## src/rtl/cla_pkg.sv

```systemverilog
// Shared types, constants and codes for the command line assembler.
package cla_pkg;

  localparam int LEN_W         = 13;
  localparam int IDLE_W        = 16;
  localparam int BYTE_W        = 8;
  localparam int CFG_IDX_W     = 2;
  localparam int CFG_DATA_W    = 16;
  localparam int MAX_LINE_LIMIT_DEFAULT = 4096;
  localparam int QUEUE_DEPTH   = 4;
  localparam int QUEUE_PTR_W   = $clog2(QUEUE_DEPTH);
  localparam int QUEUE_CNT_W   = $clog2(QUEUE_DEPTH + 1);

  localparam logic [BYTE_W-1:0] CH_LF         = 8'h0A;
  localparam logic [BYTE_W-1:0] CH_CR         = 8'h0D;
  localparam logic [BYTE_W-1:0] CH_UNDERSCORE = 8'h5F;
  localparam logic [BYTE_W-1:0] CH_DEL        = 8'h7F;

  localparam logic [LEN_W-1:0]  MAX_LINE_LEN_RESET = 13'd1024;
  localparam logic [IDLE_W-1:0] IDLE_LIMIT_RESET   = 16'd900;

  typedef enum logic [CFG_IDX_W-1:0] {
    REG_MAX_LINE_LEN = 2'd0,
    REG_IDLE_LIMIT   = 2'd1
  } cfg_reg_t;

  typedef enum logic [1:0] {
    KIND_DATA     = 2'd0,
    KIND_LINE_END = 2'd1,
    KIND_TOO_LONG = 2'd2,
    KIND_TIMEOUT  = 2'd3
  } kind_t;

  typedef enum logic {
    MODE_BYTE = 1'b0,
    MODE_TICK = 1'b1
  } mode_t;

  typedef struct packed {
    logic              mode;
    logic [BYTE_W-1:0] in_byte;
  } in_item_t;

  typedef struct packed {
    logic [1:0]        kind;
    logic [BYTE_W-1:0] out_byte;
    logic [LEN_W-1:0]  line_length;
    logic              last;
  } out_item_t;

  typedef struct packed {
    logic [1:0] count;
    out_item_t  first;
    out_item_t  second;
  } push_t;

endpackage

```

## src/rtl/cla_core.sv

```systemverilog
// Line framing state, configuration registers and per-item result logic.
module cla_core import cla_pkg::*; #(
  parameter int MAX_LINE_LIMIT = MAX_LINE_LIMIT_DEFAULT
) (
  input  logic                  clk,
  input  logic                  rst,
  input  logic                  cfg_write,
  input  logic [CFG_IDX_W-1:0]  cfg_index,
  input  logic [CFG_DATA_W-1:0] cfg_data,
  input  logic                  accept,
  input  in_item_t              item,
  output push_t                 push
);

  logic [LEN_W-1:0]  max_line_len;
  logic [IDLE_W-1:0] idle_limit;
  logic [LEN_W-1:0]  line_position, line_position_next;
  logic              held_return, held_return_next;
  logic [IDLE_W-1:0] idle_count, idle_count_next;
  logic              halted, halted_next;

  logic [LEN_W-1:0]  eff_limit;
  logic [LEN_W:0]    pos_plus;
  logic [IDLE_W-1:0] idle_lim;
  logic [LEN_W-1:0]  len;
  logic              ctrl;
  logic [BYTE_W-1:0] clean;

  function automatic out_item_t make_res(kind_t k, logic [BYTE_W-1:0] b, logic [LEN_W-1:0] l);
    out_item_t r;
    r.kind        = k;
    r.out_byte    = b;
    r.line_length = l;
    r.last        = 1'b0;
    return r;
  endfunction

  assign eff_limit = (32'(max_line_len) > MAX_LINE_LIMIT) ? LEN_W'(MAX_LINE_LIMIT)
                                                          : max_line_len;
  assign pos_plus  = {1'b0, line_position} + 1'b1;
  assign idle_lim  = (idle_limit == '0) ? IDLE_W'(1) : idle_limit;
  assign len       = (held_return && line_position != '0) ? line_position - 1'b1
                                                          : line_position;
  assign ctrl      = (item.in_byte == CH_DEL) || ((item.in_byte & 8'h60) == 8'h00);
  assign clean     = ctrl ? CH_UNDERSCORE : item.in_byte;

  always_comb begin
    line_position_next = line_position;
    held_return_next   = held_return;
    idle_count_next    = idle_count;
    halted_next        = halted;
    push.count         = 2'd0;
    push.first         = make_res(KIND_DATA, '0, '0);
    push.second        = make_res(KIND_DATA, '0, '0);
    if (accept && !halted) begin
      if (item.mode == MODE_TICK) begin
        if (idle_count != '1) begin
          idle_count_next = idle_count + 1'b1;
        end
        if (idle_count_next >= idle_lim) begin
          halted_next = 1'b1;
          push.count  = 2'd1;
          push.first  = make_res(KIND_TIMEOUT, '0, '0);
        end
      end else begin
        idle_count_next = '0;
        if (item.in_byte == CH_LF) begin
          held_return_next   = 1'b0;
          line_position_next = '0;
          push.count         = 2'd1;
          push.first         = make_res(KIND_LINE_END, '0, len);
        end else if (pos_plus >= {1'b0, eff_limit}) begin
          halted_next      = 1'b1;
          held_return_next = 1'b0;
          push.count       = 2'd1;
          push.first       = make_res(KIND_TOO_LONG, '0, '0);
        end else begin
          line_position_next = pos_plus[LEN_W-1:0];
          held_return_next   = (item.in_byte == CH_CR);
          if (held_return) begin
            push.first = make_res(KIND_DATA, CH_UNDERSCORE, '0);
            if (item.in_byte == CH_CR) begin
              push.count = 2'd1;
            end else begin
              push.count  = 2'd2;
              push.second = make_res(KIND_DATA, clean, '0);
            end
          end else if (item.in_byte != CH_CR) begin
            push.count = 2'd1;
            push.first = make_res(KIND_DATA, clean, '0);
          end
        end
      end
    end
    if (push.count == 2'd1) begin
      push.first.last = 1'b1;
    end
    if (push.count == 2'd2) begin
      push.second.last = 1'b1;
    end
  end

  always_ff @(posedge clk) begin
    if (rst) begin
      max_line_len  <= MAX_LINE_LEN_RESET;
      idle_limit    <= IDLE_LIMIT_RESET;
      line_position <= '0;
      held_return   <= 1'b0;
      idle_count    <= '0;
      halted        <= 1'b0;
    end else begin
      if (cfg_write && cfg_index == REG_MAX_LINE_LEN) begin
        max_line_len <= cfg_data[LEN_W-1:0];
      end
      if (cfg_write && cfg_index == REG_IDLE_LIMIT) begin
        idle_limit <= cfg_data[IDLE_W-1:0];
      end
      line_position <= line_position_next;
      held_return   <= held_return_next;
      idle_count    <= idle_count_next;
      halted        <= halted_next;
    end
  end

endmodule

```

## src/rtl/cla_queue.sv

```systemverilog
// Result queue: takes up to two items per cycle, hands out one if ready.
module cla_queue import cla_pkg::*; (
  input  logic      clk,
  input  logic      rst,
  input  push_t     push,
  output logic      room,
  output logic      out_valid,
  input  logic      out_ready,
  output out_item_t out_item
);

  out_item_t               entries [QUEUE_DEPTH];
  logic [QUEUE_PTR_W-1:0]  wr_ptr, rd_ptr;
  logic [QUEUE_CNT_W-1:0]  count;
  logic                    pop;
  logic [QUEUE_PTR_W-1:0]  wr_ptr_1;

  assign pop       = out_valid && out_ready;
  assign out_valid = (count != '0);
  assign out_item  = entries[rd_ptr];
  assign room      = (count <= QUEUE_CNT_W'(QUEUE_DEPTH - 2));
  assign wr_ptr_1  = wr_ptr + 1'b1;

  always_ff @(posedge clk) begin
    if (push.count != 2'd0) begin
      entries[wr_ptr] <= push.first;
    end
    if (push.count == 2'd2) begin
      entries[wr_ptr_1] <= push.second;
    end
  end

  always_ff @(posedge clk) begin
    if (rst) begin
      wr_ptr <= '0;
      rd_ptr <= '0;
      count  <= '0;
    end else begin
      wr_ptr <= wr_ptr + QUEUE_PTR_W'(push.count);
      if (pop) begin
        rd_ptr <= rd_ptr + 1'b1;
      end
      count <= count + QUEUE_CNT_W'(push.count) - QUEUE_CNT_W'(pop);
    end
  end

endmodule

```

## src/rtl/command_line_assembler_top.sv

```systemverilog
// Top level of the command line assembler.
// One input item is accepted per cycle whenever the four-entry result queue has room for
// two results; a byte or tick is decoded and the line state updated in the cycle of
// acceptance, and its zero, one or two results enter the queue, which delivers one item
// per cycle while out_ready is high. One item per cycle is sustained while items give at
// most one result each; a held carriage return followed by a byte other than CR or LF
// yields two. After a too-long or timeout error the block drops all items until reset.
module command_line_assembler_top import cla_pkg::*; #(
  parameter int MAX_LINE_LIMIT = MAX_LINE_LIMIT_DEFAULT
) (
  input  logic                  clk,
  input  logic                  rst,
  input  logic                  cfg_write,
  input  logic [CFG_IDX_W-1:0]  cfg_index,
  input  logic [CFG_DATA_W-1:0] cfg_data,
  input  logic                  in_valid,
  output logic                  in_ready,
  input  in_item_t              in_item,
  output logic                  out_valid,
  input  logic                  out_ready,
  output out_item_t             out_item
);

  push_t push;
  logic  accept;

  assign accept = in_valid && in_ready;

  cla_core #(
    .MAX_LINE_LIMIT(MAX_LINE_LIMIT)
  ) u_core (
    .clk       (clk),
    .rst       (rst),
    .cfg_write (cfg_write),
    .cfg_index (cfg_index),
    .cfg_data  (cfg_data),
    .accept    (accept),
    .item      (in_item),
    .push      (push)
  );

  cla_queue u_queue (
    .clk       (clk),
    .rst       (rst),
    .push      (push),
    .room      (in_ready),
    .out_valid (out_valid),
    .out_ready (out_ready),
    .out_item  (out_item)
  );

endmodule
```

## config.mk

```make
export PLATFORM = sky130hd
export DESIGN_NAME = command_line_assembler_top
export DESIGN_NICKNAME = d
export VERILOG_FILES = /design/src/rtl/cla_pkg.sv /design/src/rtl/cla_core.sv /design/src/rtl/cla_queue.sv /design/src/rtl/command_line_assembler_top.sv
export SDC_FILE = /design/constraint.sdc
export NUM_CORES = 1
export LEC_CHECK = 0
export ABC_AREA = 1
export BUFFER_PORTS_ARGS = -buffer_cell sky130_fd_sc_hd__buf_2
export CAP_MARGIN = 25
export CORE_MARGIN = 3
export CORE_UTILIZATION = 30
export DETAILED_ROUTE_END_ITERATION = 6
export HOLD_SLACK_MARGIN = 0.12
export RECOVER_POWER = 25
export SYNTH_ARGS = -nofsm -noshare
export SYNTH_HDL_FRONTEND = slang
export SYNTH_SLANG_ARGS = --single-unit
```

## constraint.sdc

```tcl
create_clock -name clk -period 4.6 [get_ports clk]
set_input_delay 0.23 -clock clk [delete_from_list [all_inputs] [get_ports clk]]
set_output_delay 0.23 -clock clk [all_outputs]
set_load 0.02 [all_outputs]
```

== Word level (Yosys, flattened, before mapping) ==
Memories as Yosys holds them, arrays and structs flattened. A register that Yosys moved wholly into a read port is not among the register bits.
Cells that the tools add are included.
Cells by class
  reduce and logical (&&, ||, !) cells: 18
  eq/ne operators: 11
  bitwise operators: 1
  magnitude comparators: 4
  add/sub/neg operators: 8
  mux-type cells: 37
Operators with widths (count)
  $mux W26: 4
  $mux W16: 5
  $mux W24: 3
  $mux W13: 4
  $mux W25: 2
  $mux W50: 1
  $mux W22: 2
  $add A16 B1 Y16 const B: 1
  $eq A8 B4 Y1 const B: 2
  $ge A16 B16 Y1: 1
  $logic_not A16 Y1: 1
  $ne A16 B16 Y1 const B: 1
  $add A13 B1 Y14 const B: 1
  $ge A14 B13 Y1: 1
  $gt A13 B13 Y1 const B: 1
  $reduce_bool A13 Y1: 1
  $sub A13 B1 Y13 const B: 1
  $mux W1: 12
  $eq A8 B7 Y1 const B: 1
  $logic_not A8 Y1: 1
  $mux W8: 1
  $ne A8 B4 Y1 const B: 1
  $logic_and A1 B1 Y1: 6
  $mux W2: 3
  other kinds (18): 22
Storage, ports and cells
  memories kept: 1
  input bits: 32
  memory bits (writable): 96
  bits in registers: 67
  logic and storage cells: 89
Memories
  u_queue.entries: depth 4, width 24, read ports 1, clocked after memory_dff 1, wr ports 2, RTL line cla_queue.sv:12  | out_item_t entries [QUEUE_DEPTH];

== Logic depth before layout (Yosys ltp) ==
Gate-level depths: netlist of the first run.
  word-level depth: 12
  gate-level depth with buffers: 27
  mapped depth without buffers: 25

== By module ==
A second synthesis of the first run with hierarchy kept.
Unflattened totals
  cell total of the unflattened synthesis: 1244
  area total of the unflattened synthesis: 9754.4 um2
By module, submodules not included
  cla_queue: seq. area each 3062.9 um2, area each 5193.7 um2, instances 1, cells an instance 535
  cla_core: seq. area each 1201.2 um2, area each 4553.1 um2, instances 1, cells an instance 707
  command_line_assembler_top: seq. area each 0.0 um2, area each 7.5 um2, instances 1, cells an instance 2

== Least setup slack after synthesis of the first run ==
Ideal clock, no wire load.
  kind: register to register
  start: reg u_core.line_position[0]
  end: reg u_queue.count[2]
  library setup time: 128 ps
  data required time: 4472 ps
  cell stages (with the launch flop): 25
  path buffers: 0
  setup slack: 1006 ps
  clock period less this slack: 3594 ps
  arrival: 3467 ps
  cells stage by stage: dfxtp_1 -> ha_1 -> nand2_1 -> nor2_1 -> nand3_1 -> nand3b_1 -> nor2_1 -> nand3_1 -> o21ai_0 -> ha_1 -> nand2_1 -> nor2_1 -> nand2_1 -> nand3_1 -> nand2_1 -> nand2_1 -> nor2_2 -> nand2_2 -> nor2_4 -> nand2_4 -> ha_1 -> fa_1 -> xor2_1 -> inv_1 -> nor2_1
Between the ends
  word-level cells in the longest chain between the ends: 8
Ends and longest elaborated chain
  start, declared: RTL line cla_core.sv:17  | logic [LEN_W-1:0] line_position, line_position_next;
  start signal, assigned: RTL line cla_core.sv:118  | line_position <= line_position_next;
  $add A13 B1 Y14: RTL line cla_core.sv:40  | assign pos_plus = {1'b0, line_position} + 1'b1;
  $ge A14 B13 Y1: RTL line cla_core.sv:72  | end else if (pos_plus >= {1'b0, eff_limit}) begin
  $mux W26: RTL line cla_core.sv:72
  $mux W26: RTL line cla_core.sv:67  | if (item.in_byte == CH_LF) begin
  $mux W26: RTL line cla_core.sv:56  | if (item.mode == MODE_TICK) begin
  $mux W50: RTL line cla_core.sv:55  | if (accept && !halted) begin
  $add A3 B2 Y3: RTL line cla_queue.sv:43  | count <= count + QUEUE_CNT_W'(push.count) - QUEUE_CNT_W'(pop);
  $sub A3 B1 Y3: RTL line cla_queue.sv:43
  end signal, assigned: RTL line cla_queue.sv:43
  end, declared: RTL line cla_queue.sv:14  | logic [QUEUE_CNT_W-1:0] count;
No other way between the ends.
A chain may end at the register's enable or synchronous reset.

== Worst setup path in the final report of the first run ==
Same ends and word-level chain as after synthesis.

==> impl_metrics.csv, run 1 <==
group,metric,value,unit
status,status,"finished clean",
setup_path,critical_path_depth,24,
drt,drt-initial-drc-count,495,
min_path,min_delay_path_depth,4,
drt,drc,0,
finish,syn_to_final_growth,13.5,%
cts,clkLatencyLatePin,0.44,ns
power,p_leak,0.00472,µW
floorplan,initial_core_util,30.8,%
power,power,4020,µW
yosys,synth-xor-area-share,2.18,%
yosys,ys_seq_area_share,39.7,%
job,cap_viol_max_count,0,
setup_path,path_common_cell,"nand2_1",
global_route,grt_start_max_net_pins,49,
yosys,synthTopCellsByCount,"nand2_1 (347), nor2_1 (147), dfxtp_1 (129)",
sta,min_period,4.11,ns
drt,dr.max_layer_used,"met4",
yosys,syn_area,9240,µm²
sta,grt_setup_unrepaired,"false",
yosys,syn_nets,1354,
drt,viasPerCell,4.84,
yosys,synthCells,1284,
sta,slew_headroom,31.6,%
drt,wirelength,25000,µm
floorplan,core.rowCount,63,
placement,place_congestion,0.848,
setup_path,crit_slowest_cell,"fa_1",
yosys,postSynthAreaPerCell,7.19,µm²
setup_path,cp_max_fo,6,
floorplan,fp.dieH,181,µm
sta,hold_slack,0.216,ns
yosys,synthArstFlopShare,0,%
drt,drtPass1Iterations,7,
setup_path,crit_path_start_kind,"flop",
drt,wl_met1,11700,µm
setup_path,path_buf_inv,1,
setup_path,r2r_slack,0.49,ns
finish,fin_util,35.0,%
yosys,yosysMostFrequentCell,"nand2_1",
finish,n_antenna_cell,0,
setup_path,crit_chain,"ha_1 > nand2_1 > nor2_1 > nand3_1 > nand3b_1 > nor2_2 > nand3_1 > o21ai_0 > ha_1 > nand2_1 > nor2_1 > nand2_1 > nand3_1 > nand2_1 > nand2_1 > nor2_2 > nand2_2 > nor2_4 > nand2_4 > ha_1 > fa_1 > xor2_1 > inv_1 > nor2_1",
setup_path,endpoint,"u_queue.count[2]",
yosys,synth_fa_ha_area_share,5.23,%
finish,layout-drive-gt1-share,10.1,%
yosys,synth_area_leaders,"dfxtp_1 (28%), nand2_1 (14%), edfxtp_1 (12%), nor2_1 (6.0%), o21ai_0 (5.4%)",
setup_path,crit_path_end_kind,"flop",
global_route,grt_pass1_wl,41400,µm
floorplan,die_w,181,µm
yosys,synthSimpleGateAreaFrac,32.6,%
sta,max_freq,243,MHz
yosys,synth_top_area_share,28.0,%
setup_path,arrival,4.42,ns
global_route,grt_overflow_total,0,
setup_path,crit_start,"u_core.line_position[0]",
cts,cts_made_buffers,17,
drt,wl_per_cell,14.4,µm
yosys,synth_top_area_cell,"dfxtp_1",
yosys,ys_ff_latch,165,
cts,clock_path_buffers,2,
sta,period_share,89.4,%
drt,route.met2.wl,11600,µm
sta,fin_tns_setup,0,ns
yosys,synth_top_family_by_area,"simple AND/OR/NAND/NOR gates",
setup_path,path_class,"reg2reg",
setup_path,crit_required,4.91,ns
yosys,ys.flop_type,"dfxtp_1",
sta,finalHoldViolations,0,
placement,hpwl,17800,µm
placement,portBuffers,57,
sta,tightest_slew,1.02,ns
yosys,synth.area.mux_share,0,%
sta,drv_slew,0,
floorplan,core_area,30000,µm²
setup_path,r2r_cells,24,
floorplan,die-area,32900,µm²
sta,clock_skew,0.00983,ns
power,p_per_area,384,nW/µm²
cts,cts_sinks,165,
cts,cts_root_buf,"clkbuf_16",
power,max-vdd-ir-drop,0.000279,V
yosys,synth-edff-count,36,
setup_path,path_delay_family,"simple AND/OR/NAND/NOR gates",
setup_path,cpPeakStageDelay,0.44,ns
setup_path,rr_endpoint,"u_queue.count[2]",
yosys,synth-compound-area-share,11.9,%
drt,dr_wl_met3,1290,µm
yosys,ys_warn_count,0,
cts,clk_pin_slew,0.07,ns
global_route,grt_pass1_vias,7913,
drt,ant_nets,0,
cts,htreeDepth,4,
cts,cts_setup_buffers,0,
global_route,grt.total_usage,15.5,%
global_route,antenna_found_initial,0,
floorplan,pin_count,58,
yosys,ys_types,41,
min_path,hold_class,"in2reg",
sta,finalSetupViolations,0,
drt,vias,8396,
cts,cts_tree,"done",
finish,nNetsFinal,1401,
setup_path,r2r-start,"u_core.line_position[0]",
## worst min path at each step
stage,startpoint,endpoint,slack [ns]
6_report,out_ready,u_queue.rd_ptr[0],0.22
5_1_grt,in_item[1],u_core.held_return,0.24
4_1_cts,in_item[1],u_core.held_return,0.22
3_5_place_dp,u_core.halted,u_core.halted,0.44
3_3_place_gp,u_core.halted,u_core.halted,0.44
2_1_floorplan,cfg_data[10],u_core.max_line_len[10],0.36
## where the power goes
part / internal, µW / total (µW) / switching (µW)
registers: 1560 / 1610 / 54.8
clock network: 766 / 1400 / 638
logic: 302 / 1010 / 705
total: 2620 / 4020 / 1400
## tightest hold or removal path, cell delays in order
cell,delay [ns]
buf_2,0.08
nand2_1,0.06
inv_1,0.14
a21oi_1,0.08
## flip-flops by register name, indices dropped and copies added (netlist names), 2 cells and up, named ones only
register              cells
u_queue.wr_ptr            2
u_core.idle_limit        16
u_core.max_line_len      13
u_core.idle_count        16
u_core.line_position     13
u_queue.entries          96
u_queue.rd_ptr            2
u_queue.count             3
## cell usage in the layout (no fill, tap or decap), types with 6 or more instances in the layout
cell type	n
a21oi_1	75
buf_2	43
buf_4	12
clkbuf_1	14
clkbuf_16	17
dfxtp_1	128
dlygate4sd3_1	16
edfxtp_1	36
ha_1	37
inv_1	103
inv_2	6
nand2_1	346
nand3_1	92
nand4_1	35
nor2_1	147
nor2_2	6
nor3_1	10
nor4_1	6
o21ai_0	100
o22ai_1	24
xor2_1	19
## area by class of cell
cell class	instances	area, µm²
Inverter	118	453
Tap cell	390	488
Clock buffer	18	439
Fill cell	3246	19500
Multi-Input combinational cell	943	4790
Clock inverter	13	123
Timing Repair Buffer	86	529
Sequential cell	165	3660
## repair_timing
item | CTS | global route
resized for setup | 0 | 3
hold buffers | 16 | 0
hold endpoints to repair | 24 | 0
setup endpoints to repair | 0 | 50
## logic make-up (layout without fill, tap and decap cells)
| group | after synthesis | count (layout) |
|---|---|---|
| compound gates | 207 | 207 |
| buf+inv | 176 | 235 |
| simple gates | 675 | 675 |
| fa+ha+maj | 38 | 38 |
| flops | 165 | 165 |
| xor+xnor | 23 | 23 |
## per-stage QoR
stage,setup WS (ns),cell area (µm²),cells
final,0.486,10500,1733
after global routing,0.0210,10500,1733
after CTS,0.315,10500,1732
after detailed placement,0.337,9770,1685
after global placement,0.412,9770,1685
after floorplan,1.01,9240,1284
## layer usage
layer,vias to the layer above,track usage (%)
met5,-,0
met3,24,3.21
met1,3866,20.8
met4,0,4.05
met2,187,25.4
li1,4319,-
(Power assumes the default switching activity.)
==> run 2, diff against run 1 <==
--- a/config.mk
+++ b/config.mk
@@ -9,9 +9,10 @@
 export BUFFER_PORTS_ARGS = -buffer_cell sky130_fd_sc_hd__buf_2
 export CAP_MARGIN = 25
 export CORE_MARGIN = 3
-export CORE_UTILIZATION = 30
+export CORE_UTILIZATION = 59
 export DETAILED_ROUTE_END_ITERATION = 6
 export HOLD_SLACK_MARGIN = 0.12
+export PLACE_DENSITY = 0.78
 export RECOVER_POWER = 25
 export SYNTH_ARGS = -nofsm -noshare
 export SYNTH_HDL_FRONTEND = slang
==> impl_metrics.csv, run 2 (synthesis results as in run 1) <==
group,metric,value,unit
sta,max_freq,241,MHz
cts,cts_root_buf,"clkbuf_16",
placement,dpl-instance-area,9520,µm²
finish,n_antenna_cell,0,
drt,wl_per_cell,15.1,µm
finish,largest_reg_flops,96,
finish,fin_area,10300,µm²
sta,clock_skew,0.00914,ns
cts,clk_pin_slew,0.06,ns
sta,drv_slew,0,
setup_path,crit_required,4.69,ns
power,p_per_area,388,nW/µm²
finish,final_common_cell,"nand2_1",
power,max-vdd-ir-drop,0.000315,V
floorplan,core_area,15300,µm²
floorplan,die_w,131,µm
cts,cts_tree,"done",
placement,hpwl,16300,µm
drt,wl_met1,9960,µm
drt,wirelength,23400,µm
global_route,grt_overflow_total,0,
cts,clock_path_buffers,2,
drt,viasPerCell,5.53,
power,p_leak,0.00475,µW
drt,dr_wl_met3,1470,µm
finish,layout-drive-gt1-share,10.6,%
finish,syn_to_final_growth,11.3,%
drt,drtPass1Iterations,5,
min_path,hold_class,"in2reg",
floorplan,die-area,17200,µm²
finish,final_cell_mix,"nand2_1 (347), nor2_1 (147), dfxtp_1 (129), inv_1 (103), o21ai_0 (100)",
sta,finalHoldViolations,0,
floorplan,initial_core_util,60.5,%
finish,largest_register,"u_queue.entries",
drt,route.met2.wl,11300,µm
drt,drt-initial-drc-count,782,
setup_path,path_class,"reg2reg",
finish,fin_util,67.4,%
floorplan,pin_count,58,
status,status,"finished clean",
drt,ant_nets,0,
global_route,grt_pass1_vias,7880,
cts,cts_sinks,165,
sta,grt_setup_unrepaired,"false",
sta,min_period,4.15,ns
sta,tightest_slew,1.47,ns
job,cap_viol_max_count,0,
cts,htreeDepth,4,
setup_path,arrival,4.24,ns
drt,drc,0,
sta,fin_tns_setup,0,ns
drt,dr.max_layer_used,"met4",
drt,vias,8598,
global_route,grt_start_max_net_pins,50,
global_route,antenna_found_initial,0,
finish,largestRegisters,"u_queue.entries: 96 flops, u_core.idle_count: 16 flops, u_core.idle_limit: 16 flops",
setup_path,crit_path_end_kind,"flop",
floorplan,fp.dieH,131,µm
global_route,grt.total_usage,27.1,%
sta,slew_headroom,2.19,%
placement,portBuffers,57,
cts,cts_made_buffers,17,
cts,clkLatencyLatePin,0.44,ns
setup_path,cp_max_fo,11,
sta,period_share,90.2,%
setup_path,r2r_slack,0.45,ns
power,power,3980,µW
setup_path,crit_path_start_kind,"flop",
floorplan,core.rowCount,45,
placement,place_congestion,0.963,
global_route,grt_pass1_wl,38600,µm
finish,nNetsFinal,1402,
sta,finalSetupViolations,0,
[run 2: final timing paths]
path / startpoint / to / cells after the start
max: u_core.idle_count[2] / u_queue.entries[0][14] / 20
min: out_ready / u_queue.rd_ptr[0] / 4
max reg2reg: u_core.idle_count[2] / u_queue.entries[0][14] / 20
min reg2reg: u_core.halted / u_core.halted / 2
[run 2: final cells by class]
class                   count  area, µm²
clock inverters            15        139
fillers                  1324       4980
inverters                 118        453
flip-flops and latches    165       3660
multi-input cells         944       4800
well taps                 211        264
clock buffers              17        425
repair buffers             86        536
[run 2: per-layer routing]
metal  up-vias  track usage, %
met5         -               0
met4         0            9.86
met3        61            4.82
met2       335            45.8
met1      3871            35.1
li1       4331               -
[run 2: report_power, final]
part	total (µW)	switching, µW	internal (µW)
Clock	1360	630	731
Sequential	1610	54.1	1560
Combinational	1010	698	316
[run 2: what timing repair did]
| action | in CTS | in global routing |
|---|---|---|
| hold endpoints to repair | 24 | 0 |
| setup endpoints to repair | 0 | 39 |
| resized for setup | 0 | 0 |
| hold buffers | 16 | 0 |
| setup buffers | 0 | 4 |
[run 2: through the flow]
step	hold slack, ns	std cells	worst slack, ns
CTS	0.224	1550	0.369
global placement	0.436	1501	0.619
floorplan	0.356	1284	1.01
detailed placement	0.440	1502	0.457
global route	0.263	1556	0.0233
finish	0.239	1556	0.450
[run 2: critical path, cell delays in order (launching register included)]
cell and delay (ns):
dfxtp_1 0.41, nand3_1 0.15, nor2_1 0.17, inv_1 0.06
nor2_1 0.14, nand2_1 0.09, nor2_1 0.24, nand3_1 0.14
a21boi_0 0.18, o21ai_0 0.15, ha_1 0.34, nand2_1 0.07
nand2_1 0.04, nand3_1 0.06, nand2_1 0.05, a21oi_1 0.11
nand4_1 0.36, nand3_4 0.26, buf_4 0.17, nand3_2 0.20
nand2_1 0.42
==> run 3, diff against run 2 <==
--- a/config.mk
+++ b/config.mk
@@ -12,8 +12,9 @@
 export CORE_UTILIZATION = 59
 export DETAILED_ROUTE_END_ITERATION = 6
 export HOLD_SLACK_MARGIN = 0.12
-export PLACE_DENSITY = 0.78
-export RECOVER_POWER = 25
+export PLACE_DENSITY_LB_ADDON = 0.3
+export RECOVER_POWER = 50
 export SYNTH_ARGS = -nofsm -noshare
 export SYNTH_HDL_FRONTEND = slang
+export SYNTH_HIERARCHICAL = 1
 export SYNTH_SLANG_ARGS = --single-unit
==> impl_metrics.csv, run 3 <==
group,metric,value,unit
drt,viasPerCell,5.43,
setup_path,arrival,4.47,ns
setup_path,crit_required,4.92,ns
yosys,synth_area_leaders,"edfxtp_1 (30%), dfxtp_1 (14%), nand2_1 (11%), o21ai_0 (7.3%), nor2_1 (5.4%)",
finish,final_cell_mix,"nand2_1 (276), o21ai_0 (162), nor2_1 (141), inv_1 (122), edfxtp_1 (96)",
sta,finalSetupViolations,0,
global_route,grt_pass1_vias,7517,
setup_path,path_common_cell,"nand2_1",
setup_path,crit_path_end_kind,"flop",
yosys,synthTopCellsByCount,"nand2_1 (274), o21ai_0 (142), nor2_1 (140)",
finish,layout-drive-gt1-share,8.67,%
sta,period_share,90.1,%
drt,ant_nets,0,
global_route,met3_usage,4.43,%
finish,fill_cells,1337,
setup_path,r2r-start,"u_core/line_position[0]",
finish,nNetsFinal,1361,
placement,hpwl,15000,µm
yosys,synth_top_area_share,29.6,%
sta,finalHoldViolations,0,
global_route,grt_pass1_wl,36500,µm
setup_path,r2r_slack,0.45,ns
setup_path,r2r_cells,25,
cts,cts_sinks,165,
global_route,use_met1,31.3,%
finish,final_cell_count_no_fill,1520,
finish,n_antenna_cell,0,
setup_path,rr_endpoint,"u_queue/count[2]",
setup_path,crit_slowest_cell,"dfxtp_1",
yosys,ys.flop_type,"edfxtp_1",
status,status,"complete, but fails checks",
sta,drv_slew,87,
global_route,grt_overflow_total,0,
drt,drc,0,
yosys,synthCells,1244,
cts,cts_tree,"done",
cts,cts_root_buf,"clkbuf_16",
floorplan,pin_count,58,
cts,cts_made_buffers,17,
finish,fin_area,10700,µm²
cts,cts_setup_buffers,0,
global_route,grt_start_max_net_pins,50,
min_path,min_delay_path_depth,3,
setup_path,cpPeakStageDelay,0.48,ns
yosys,synthArstFlopShare,0,%
drt,wirelength,22400,µm
cts,clkLatencyLatePin,0.43,ns
yosys,ys_ff_latch,165,
placement,dpl-instance-area,10100,µm²
sta,tightest_slew,2.03,ns
setup_path,path_delay_family,"simple AND/OR/NAND/NOR gates",
finish,largestRegisters,"u_queue/entries: 96 flops, u_core/idle_count: 16 flops, u_core/idle_limit: 16 flops",
global_route,grt_use_met2,44.9,%
sta,slew_headroom,-35.4,%
global_route,grt.total_usage,25.1,%
sta,grt_setup_unrepaired,"false",
yosys,ys_types,49,
cts,htreeDepth,4,
setup_path,crit_path_start_kind,"flop",
floorplan,core_area,16100,µm²
job,cap_viol_max_count,2,
cts,clk_pin_slew,0.06,ns
floorplan,die_w,135,µm
yosys,syn_area,9750,µm²
setup_path,cp_max_fo,11,
power,p_per_area,378,nW/µm²
status,violations,"max-capacitance violations, max-slew violations",
sta,max_freq,241,MHz
min_path,hold_class,"in2reg",
power,max-vdd-ir-drop,0.000283,V
finish,final_common_cell,"nand2_1",
placement,portBuffers,57,
sta,min_period,4.15,ns
placement,place_congestion,0.907,
yosys,synth_top_area_cell,"edfxtp_1",
power,p_leak,0.00411,µW
finish,syn_to_final_growth,9.92,%
global_route,grt-busiest-layer,"met2",
min_path,min_from,"cfg_data[0]",
drt,drt-initial-drc-count,558,
finish,register_area,4260,µm²
drt,drtPass1Iterations,7,
setup_path,path_class,"reg2reg",
floorplan,die-area,18100,µm²
global_route,antenna_found_initial,0,
finish,multiInputGateArea,4600,µm²
min_path,worstHoldEndpoint,"u_core/max_line_len[0]",
finish,largest_reg_flops,96,
floorplan,core.rowCount,46,
yosys,ys_warn_count,6,
sta,fin_tns_setup,0,ns
yosys,synth-edff-count,96,
yosys,ys_seq_area_share,43.7,%
yosys,yosysMostFrequentCell,"nand2_1",
setup_path,path_buf_inv,6,
yosys,postSynthAreaPerCell,7.84,µm²
drt,wl_per_cell,14.8,µm
sta,clock_skew,0.0143,ns
cts,clock_path_buffers,2,
finish,largest_register,"u_queue/entries",
floorplan,fp.dieH,135,µm
placement,dp_cells,1471,
drt,vias,8247,
floorplan,initial_core_util,60.7,%
[run 3: cell types whose count changed after synthesis, moves of 11 or more]
cell	delta
o21ai_2	+21
nand3_1	-59
o21ai_0	+43
nand4_1	-13
buf_4	+11
o21ai_1	+20
inv_1	+19
dfxtp_1	-60
nand2_1	-73
edfxtp_1	+60
[run 3: through the flow]
step | hold slack (ns) | power, µW | setup slack [ns] | utilization [%]
CTS | 0.122 | 4100 | 0.353 | 67.4
detailed placement | 0.462 | 2690 | 0.409 | 62.8
global route | 0.172 | 4260 | 0.0931 | 66.8
floorplan | 0.299 | 2420 | -0.271 | -
global placement | 0.444 | 2670 | 0.480 | 62.8
finish | 0.145 | 4050 | 0.454 | 66.8
[run 3: what timing repair did]
action | 4_1_cts | 5_1_grt
setup endpoints to repair | 0 | 1
endpoints found under the hold margin | 24 | 0
resized for setup | 0 | 1
hold buffers | 16 | 0
[run 3: layer usage]
metal  vias up  wire length, µm
met3        33             1160
met2       239            11300
met1      3723             9690
met5         -                0
li1       4252                -
met4         0              312
[run 3: worst max path at each step]
stage	end	cells after the start	start
2_1_floorplan	u_queue/entries[0][0]	20	u_core/max_line_len[9]
3_3_place_gp	u_queue/count[2]	19	u_core/line_position[0]
3_5_place_dp	u_queue/count[2]	25	u_core/line_position[0]
4_1_cts	u_queue/count[2]	25	u_core/line_position[0]
5_1_grt	u_queue/entries[2][14]	20	u_core/idle_count[0]
6_report	u_queue/count[2]	25	u_core/line_position[0]
[run 3: report_power, final]
group	switching [µW]	internal, µW	total (µW)
clock network	575	818	1390
registers	42.5	1650	1690
logic	679	284	963
[run 3: tightest hold or removal path, delay by kind of cell]
family | cells | cell delay [ns]
AO/OA/AOI/OAI | 2 | 0.20
buffers and inverters | 1 | 0.11
[run 3: kinds of logic after synthesis]
family | share of synthesized area [%]
XOR/XNOR | 1.80
other | 0.0384
AND/OR/NAND/NOR | 22.6
adder cells (fa/ha/maj) | 4.95
buffers and inverters | 9.45
flip-flops | 43.7
AO/OA/AOI/OAI | 17.4
[run 3: cell type report]
class / count / area share, %
multi-input combinational: 891 / 42.9
sequential: 165 / 39.8
timing repair buffer: 89 / 4.94
inverter: 127 / 4.45
clock buffer: 22 / 4.24
tap: 216 / 2.52
clock inverter: 10 / 1.16
